<file path="config.mk">
export PLATFORM = sky130hd
export DESIGN_NAME = shape_pair_collision_test_unit
export DESIGN_NICKNAME = d
export VERILOG_FILES = /design/src/hdl/spct_pkg.sv /design/src/hdl/spct_core.sv /design/src/hdl/shape_pair_collision_test_unit.sv
export SDC_FILE = /design/constraint.sdc
export NUM_CORES = 2
export LEC_CHECK = 0
export BUFFER_PORTS_ARGS = -buffer_cell sky130_fd_sc_hd__buf_2
export CELL_PAD_IN_SITES_DETAIL_PLACEMENT = 1
export CELL_PAD_IN_SITES_GLOBAL_PLACEMENT = 1
export CORE_AREA = 2 2 285 202
export CTS_CLUSTER_DIAMETER = 200
export DETAILED_ROUTE_END_ITERATION = 6
export DIE_AREA = 0 0 287 204
export GPL_TIMING_DRIVEN = 0
export PLACE_DENSITY = 0.87
export SLEW_MARGIN = 5
export SYNTH_ARGS = -nofsm -noshare
export SYNTH_HDL_FRONTEND = slang
export SYNTH_SLANG_ARGS = --single-unit
export TNS_END_PERCENT = 1
</file>
<file path="constraint.sdc">
create_clock -name clk -period 29.4 [get_ports clk]
set_input_delay 1.47 -clock clk [delete_from_list [all_inputs] [get_ports clk]]
set_output_delay 1.47 -clock clk [all_outputs]
set_load 0.01 [all_outputs]
</file>
<file path="src/hdl/spct_pkg.sv">
// Package for the shape pair collision test: shape kinds, verdict codes,
// field widths and the shape descriptor type. No dependencies.
package spct_pkg;

  localparam int CoordW  = 16;
  localparam int SizeW   = 12;
  localparam int KindW   = 2;
  localparam int VerdW   = 2;
  localparam int DistW   = CoordW;          // magnitude of a coordinate difference
  localparam int SqW     = 2 * DistW;       // square of a distance
  localparam int SumSqW  = SqW + 1;         // sum of two squares

  localparam logic [KindW-1:0] KIND_EMPTY  = 2'd0;
  localparam logic [KindW-1:0] KIND_CIRCLE = 2'd1;
  localparam logic [KindW-1:0] KIND_RECT   = 2'd2;

  localparam logic [VerdW-1:0] VERDICT_NONE  = 2'd0;
  localparam logic [VerdW-1:0] VERDICT_HIT   = 2'd1;
  localparam logic [VerdW-1:0] VERDICT_ERROR = 2'd2;

  typedef struct packed {
    logic [KindW-1:0]         kind;
    logic signed [CoordW-1:0] x;
    logic signed [CoordW-1:0] y;
    logic [SizeW-1:0]         radius;
    logic [SizeW-1:0]         width;
    logic [SizeW-1:0]         height;
  } shape_t;

endpackage

</file>
<file path="src/hdl/spct_core.sv">
// Combinational verdict for one shape pair: circle/circle and
// rectangle/circle tests; other pairs give an error. Depends on spct_pkg.
module spct_core (
  input  spct_pkg::shape_t          shape_a,
  input  spct_pkg::shape_t          shape_b,
  output logic [spct_pkg::VerdW-1:0] verdict
);
  import spct_pkg::*;

  logic signed [CoordW:0] diff_x, diff_y;
  logic [DistW-1:0]       dx, dy;
  logic                   both_circle, both_rect, bad_kind, a_is_circle;
  logic [SizeW-1:0]       rc_radius, rc_width, rc_height;
  logic [SizeW-2:0]       half_w, half_h;
  logic [SizeW:0]         reach_x, reach_y;
  logic [SizeW:0]         radius_sum;
  logic [DistW-1:0]       ex, ey;
  logic [DistW-1:0]       op_x, op_y;
  logic [SizeW:0]         op_r;
  logic [SqW-1:0]         sq_x, sq_y;
  logic [2*(SizeW+1)-1:0] sq_r;
  logic [SumSqW-1:0]      dist_sq;
  logic                   corner_hit;

  // Centre distance is symmetric, so it serves both pair types.
  assign diff_x = {shape_a.x[CoordW-1], shape_a.x} - {shape_b.x[CoordW-1], shape_b.x};
  assign diff_y = {shape_a.y[CoordW-1], shape_a.y} - {shape_b.y[CoordW-1], shape_b.y};
  assign dx = diff_x[CoordW] ? DistW'(-diff_x) : diff_x[DistW-1:0];
  assign dy = diff_y[CoordW] ? DistW'(-diff_y) : diff_y[DistW-1:0];

  assign bad_kind    = (shape_a.kind == KIND_EMPTY) || (shape_b.kind == KIND_EMPTY) ||
                       ((shape_a.kind != KIND_CIRCLE) && (shape_a.kind != KIND_RECT)) ||
                       ((shape_b.kind != KIND_CIRCLE) && (shape_b.kind != KIND_RECT));
  assign both_circle = (shape_a.kind == KIND_CIRCLE) && (shape_b.kind == KIND_CIRCLE);
  assign both_rect   = (shape_a.kind == KIND_RECT) && (shape_b.kind == KIND_RECT);
  assign a_is_circle = (shape_a.kind == KIND_CIRCLE);

  // For a mixed pair, pick the rectangle's sizes and the circle's radius.
  assign rc_radius = a_is_circle ? shape_a.radius : shape_b.radius;
  assign rc_width  = a_is_circle ? shape_b.width  : shape_a.width;
  assign rc_height = a_is_circle ? shape_b.height : shape_a.height;

  assign half_w  = rc_width[SizeW-1:1];
  assign half_h  = rc_height[SizeW-1:1];
  assign reach_x = {2'b00, half_w} + {1'b0, rc_radius};
  assign reach_y = {2'b00, half_h} + {1'b0, rc_radius};
  assign ex      = dx - DistW'(half_w);
  assign ey      = dy - DistW'(half_h);

  assign radius_sum = {1'b0, shape_a.radius} + {1'b0, shape_b.radius};

  // Three squarers shared between the two pair types.
  assign op_x = both_circle ? dx : ex;
  assign op_y = both_circle ? dy : ey;
  assign op_r = both_circle ? radius_sum : {1'b0, rc_radius};

  assign sq_x    = {{DistW{1'b0}}, op_x} * {{DistW{1'b0}}, op_x};
  assign sq_y    = {{DistW{1'b0}}, op_y} * {{DistW{1'b0}}, op_y};
  assign sq_r    = {{(SizeW+1){1'b0}}, op_r} * {{(SizeW+1){1'b0}}, op_r};
  assign dist_sq = {1'b0, sq_x} + {1'b0, sq_y};
  assign corner_hit = (dist_sq <= SumSqW'(sq_r));

  always_comb begin
    if (bad_kind || both_rect) begin
      verdict = VERDICT_ERROR;
    end else if (both_circle) begin
      verdict = corner_hit ? VERDICT_HIT : VERDICT_NONE;
    end else if (dx > DistW'(reach_x)) begin
      verdict = VERDICT_NONE;
    end else if (dy > DistW'(reach_y)) begin
      verdict = VERDICT_NONE;
    end else if ((dx <= DistW'(half_w)) || (dy <= DistW'(half_h))) begin
      verdict = VERDICT_HIT;
    end else begin
      verdict = corner_hit ? VERDICT_HIT : VERDICT_NONE;
    end
  end

endmodule

</file>
<file path="src/hdl/shape_pair_collision_test_unit.sv">
// Top level of the shape pair collision test: stream ports, input and
// result registers around spct_core. Depends on spct_pkg and spct_core.

// Each input word carries two shapes (empty, circle or axis-aligned
// rectangle) and yields exactly one result word with the verdict: 0 no
// collision, 1 collision, 2 error. An empty or undefined kind on either
// side, and a pair of two rectangles, give an error. Two circles collide
// when the squared centre distance is at most the squared sum of the radii;
// a rectangle and a circle are tested with floored half-extents grown by
// the radius, then against the nearest corner. The unit takes one word per
// clock cycle unless a stalled result side holds both registers. A word
// waits in the input register, then the collision logic (two 16-bit and
// one 13-bit squarer, and a compare) lands in the result register. Both
// registers advance together, so a stalled result register still lets the
// input register fill, and the input stalls only when both hold words.
module shape_pair_collision_test_unit (
  input  logic         clk,
  input  logic         rst_n,
  input  logic         in_tvalid,
  output logic         in_tready,
  // Fields from bit 0 up: a_x[15:0], a_y[31:16], a_radius[43:32],
  // a_width[55:44], a_height[67:56], b_x[83:68], b_y[99:84],
  // b_radius[111:100], b_width[123:112], b_height[135:124].
  input  logic [135:0] in_tdata,
  // Fields from bit 0 up: kind_a[1:0], kind_b[3:2].
  input  logic [3:0]   in_tuser,
  output logic         out_tvalid,
  input  logic         out_tready,
  // Fields from bit 0 up: verdict[1:0], bits 7:2 are zero.
  output logic [7:0]   out_tdata
);
  import spct_pkg::*;

  shape_t            in_shape_a, in_shape_b;
  shape_t            shape_a_r, shape_b_r;
  logic              stage_v_r, stage_v_nxt;
  logic              out_v_r, out_v_nxt;
  logic [VerdW-1:0]  verdict_r, verdict_nxt;
  logic              out_free;
  logic              in_take;

  // Unpack the stream word into the two shape descriptors.
  always_comb begin
    in_shape_a.kind   = in_tuser[1:0];
    in_shape_a.x      = in_tdata[15:0];
    in_shape_a.y      = in_tdata[31:16];
    in_shape_a.radius = in_tdata[43:32];
    in_shape_a.width  = in_tdata[55:44];
    in_shape_a.height = in_tdata[67:56];
    in_shape_b.kind   = in_tuser[3:2];
    in_shape_b.x      = in_tdata[83:68];
    in_shape_b.y      = in_tdata[99:84];
    in_shape_b.radius = in_tdata[111:100];
    in_shape_b.width  = in_tdata[123:112];
    in_shape_b.height = in_tdata[135:124];
  end

  // The result register can load when it is empty or being drained.
  assign out_free  = !out_v_r || out_tready;
  assign in_tready = !stage_v_r || out_free;
  assign in_take   = in_tvalid && in_tready;

  spct_core u_core (
    .shape_a (shape_a_r),
    .shape_b (shape_b_r),
    .verdict (verdict_nxt)
  );

  always_comb begin
    stage_v_nxt = stage_v_r;
    out_v_nxt   = out_v_r;
    if (out_free) begin
      out_v_nxt = stage_v_r;
    end
    if (in_take) begin
      stage_v_nxt = 1'b1;
    end else if (out_free) begin
      stage_v_nxt = 1'b0;
    end
  end

  always_ff @(posedge clk) begin
    if (!rst_n) begin
      stage_v_r <= 1'b0;
      out_v_r   <= 1'b0;
    end else begin
      stage_v_r <= stage_v_nxt;
      out_v_r   <= out_v_nxt;
    end
  end

  // Payload registers carry no reset.
  always_ff @(posedge clk) begin
    if (in_take) begin
      shape_a_r <= in_shape_a;
      shape_b_r <= in_shape_b;
    end
    if (out_free && stage_v_r) begin
      verdict_r <= verdict_nxt;
    end
  end

  assign out_tvalid = out_v_r;
  assign out_tdata  = {{(8-VerdW){1'b0}}, verdict_r};

  // A full pipe with a stalled result must refuse input.
  a_full_stall : assert property (@(posedge clk) disable iff (!rst_n)
    (stage_v_r && out_v_r && !out_tready) |-> !in_tready)
    else $error("input accepted while both registers are held");

  // An empty shape on either side must produce an error verdict.
  a_empty_error : assert property (@(posedge clk) disable iff (!rst_n)
    (stage_v_r && out_free &&
     ((shape_a_r.kind == KIND_EMPTY) || (shape_b_r.kind == KIND_EMPTY)))
    |=> (out_tvalid && (verdict_r == VERDICT_ERROR)))
    else $error("empty shape did not give an error verdict");

  // Two rectangles are not supported and must give an error verdict.
  a_rect_pair_error : assert property (@(posedge clk) disable iff (!rst_n)
    (stage_v_r && out_free &&
     (shape_a_r.kind == KIND_RECT) && (shape_b_r.kind == KIND_RECT))
    |=> (verdict_r == VERDICT_ERROR))
    else $error("rectangle pair did not give an error verdict");

  // A word in the input register moves on whenever the result side is free.
  a_stage_moves : assert property (@(posedge clk) disable iff (!rst_n)
    (stage_v_r && out_free) |=> out_v_r)
    else $error("word in the input register was lost");

endmodule

</file>
==> results.py <==
metrics = {
    "status": {
        "status": "completed",
    },
    "clocking": {
        "tritoncts": "done",
        "clk_pin_slew_ns": 0.07,
        "clock_sink_count": 140,
        "clock-root-buffer": "clkbuf_16",
        "cts_resized": 0,
        "cts_hold_buf": 0,
        "h-tree-depth": 4,
        "cts_buffers": 17,
        "clock_path_buffers": 2,
        "cts_setup_buffers": 0,
        "clk-insertion-delay-late_ns": 0.46,
    },
    "drt": {
        "dr.pass1.iters": 5,
        "drt_iter0_drc": 1709,
        "routedWlPerCell_um": 23.30,
        "vias_per_cell": 5.800,
        "vias": 24320,
        "ant_nets": 0,
        "drt_wl_total_um": 97690,
        "drc": 0,
    },
    "floorplan": {
        "start_util_pct": 54.30,
        "fp.dieH_um": 204,
        "ios": 154,
        "placementRows": 73,
        "dieWidth_um": 287,
        "die_area_um2": 58550,
        "fp.coreArea_um2": 56080,
    },
    "critical_path": {
        "start_kind": "flip-flop",
        "path_common_cell": "fa_1",
        "reg2reg_from": "shape_b_r[52]",
        "critPathKind": "reg -> reg",
        "cp_max_fo": 10,
        "slowest_stage": "o21ai_0",
        "regToRegEndpoint": "verdict_r[0]",
        "ff2ff_setup_slack_ns": 11.60,
        "crit_path_end_kind": "flip-flop",
        "path_buf_inv": 7,
        "critical_path.top_delay_family": "compound AO/OA/AOI/OAI gates",
        "cp.required_ns": 29.69,
        "crit_arrival_ns": 18.09,
        "worst-r2r-cell-count": 60,
        "slowest_delay_ns": 0.66,
    },
    "hold_path": {
        "holdPathEnd": "out_tvalid",
        "hold_path_depth": 1,
        "hold_class": "reg -> reg",
        "hold_start": "stage_v_r",
    },
    "grt": {
        "globalRouteTotalUtil_pct": 34.43,
        "grt_pass1_vias": 28420,
        "antenna_found_initial": 2,
        "grt_max_degree": 72,
        "grt_overflow": 0,
        "grt_pass1_wl_um": 154400,
    },
    "layout": {
        "fin_area_um2": 32770,
        "area_delta_synth_final_pct": 7.614,
        "layout-drive-gt1-share_pct": 7.873,
        "nNetsFinal": 4465,
        "num-fill-cells": 6522,
        "fin_cells": 4193,
        "multi_input_comb_area_um2": 23100,
        "regArea_um2": 4184,
    },
    "timing": {
        "drv_slew": 0,
        "fin_skew_ns": 0.01500,
        "fin_crit_sh_pct": 60.55,
        "finalCriticalPeriod_ns": 17.80,
        "worst_pin_slew_ns": 1.352,
        "setup_viol_count_final": 0,
        "whs_ns": 0.5469,
        "hold_viol": 0,
        "fmax_mhz": 56.18,
        "relSlewSlack_pct": 9.879,
        "timing.setup.tns_ns": 0,
        "rsz0062_at_grt": "no",
    },
    "synthesis": {
        "syn_inst": 3261,
        "ys.flop_type": "edfxtp_1",
        "ys_seq_area_share_pct": 13.74,
        "syn-mean-instance-area_um2": 9.338,
        "synth-edff-count": 138,
        "ys_types": 88,
        "ys_seq_elements": 140,
        "synth-warning-count": 0,
        "syn-cell-area_um2": 30450,
        "async_flop_share_pct": 0,
    },
    "placement": {
        "io_buffers": 143,
        "post_dp_cell_area_um2": 32160,
        "place.gp.congestion": 0.9204,
        "dpl.hpwl_um": 82380,
        "placed_cells": 4160,
    },
    "job": {
        "cap_violations": 0,
    },
}
through the flow:
step           worst slack (ns)  utilization, %
2_1_floorplan             16.43               -
3_3_place_gp              13.21           57.28
3_5_place_dp              12.61           57.35
4_1_cts                   12.27           58.42
5_1_grt                   11.11           58.43
6_report                  11.60           58.43
layer usage:
metal	share of wire [%]	vias up	global-route usage, %
met3	7.4	258	6.920
met5	0	-	0
met2	49	936	59.54
met1	40	12510	42.74
met4	3.8	0	12.63
li1	-	10620	-
flip-flops by register name, indices dropped and copies added (netlist names):
name,flops
shape_a_r,68
shape_b_r,68
verdict_r,2
out_tvalid,1
stage_v_r,1
worst max-delay path by stage:
stage                             start            to  slack (ns)  depth (start not counted)
final                     shape_b_r[52]  verdict_r[0]       11.60                         60
after global routing      shape_b_r[52]  verdict_r[0]       11.11                         60
after CTS                 shape_b_r[52]  verdict_r[0]       12.27                         60
after detailed placement  shape_a_r[52]  verdict_r[0]       12.61                         61
after global placement    shape_b_r[36]  verdict_r[0]       13.21                         58
after floorplan           shape_b_r[52]  verdict_r[0]       16.43                         61
area by class of cell:
type / instances / share of cell area (%)
Sequential cell: 140 / 12.77
Tap cell: 750 / 2.864
Clock buffer: 17 / 1.298
Multi-Input combinational cell: 2287 / 70.51
Clock inverter: 15 / 0.5384
Antenna cell: 1 / 0.007636
Inverter: 763 / 8.740
Timing Repair Buffer: 144 / 2.268
Buffer: 76 / 1.012
cell usage after synthesis, drive strengths merged (5+ instances only):
library cell	count	area share, %
a21boi	12	0.30
nor4	12	0.27
o41ai	5	0.14
xnor2	101	2.9
o311ai	6	0.17
fa	498	33
a21oi	101	1.7
o21ai	89	1.5
or2	30	0.62
o2111ai	6	0.17
ha	394	16
and2	17	0.35
nand3	26	0.46
nand4b	5	0.14
xor2	48	1.4
mux2	16	0.60
mux2i	36	1.2
o211ai	7	0.17
nand2b	53	1.1
a21o	47	1.2
nand2	193	2.4
o21a	34	0.84
o21bai	22	0.55
a211oi	12	0.33
a31oi	10	0.21
nor2	328	4.1
clkbuf	56	0.69
inv	759	9.4
nand4	18	0.37
or3	15	0.32
edfxtp	138	14
nor3	31	0.58
a211o	8	0.23
buf	20	0.40
o31ai	6	0.15
nor2b	41	0.84
placed cells by master (no fill, tap or decap), types with 11 or more instances in the layout:
cell / count
mux2_2: 15
clkbuf_16: 17
a21boi_0: 11
a21oi_1: 100
clkbuf_1: 56
xor2_1: 46
nor3_1: 28
o21ai_0: 81
buf_2: 153
o21bai_1: 21
or2_2: 29
nand4_1: 18
nor4_1: 11
edfxtp_1: 138
nand2b_1: 53
mux2i_1: 33
ha_1: 394
nor2_1: 325
fa_1: 498
xnor2_1: 101
o21a_1: 34
inv_1: 757
a21o_1: 47
nor2b_1: 41
nand3_1: 24
or3_1: 14
and2_1: 16
nand2_1: 193
logic make-up after synthesis:
kind of cell	Yosys count	synth area share [%]
XOR/XNOR	149	4.335
multiplexers	52	1.787
flip-flops	140	13.74
AO/OA/AOI/OAI	402	8.735
other	1	0.01231
AND/OR/NAND/NOR	786	11.97
adder cells (fa/ha/maj)	892	48.93
buffers and inverters	839	10.49
worst register-to-register path, delay by kind of cell, from the launching register on:
kind / cells / cell delay [ns]
AOI/OAI and AO/OA: 27 / 7.79
muxes: 1 / 0.42
and+or+nand+nor: 10 / 1.57
DFF: 1 / 0.40
buffers and inverters: 7 / 1.38
xor gates and xnor gates: 2 / 0.26
adders and majority gates: 13 / 5.81
Power is not shown: default switching activity piles up to over one toggle a cycle in this logic, so the estimate is an artifact.
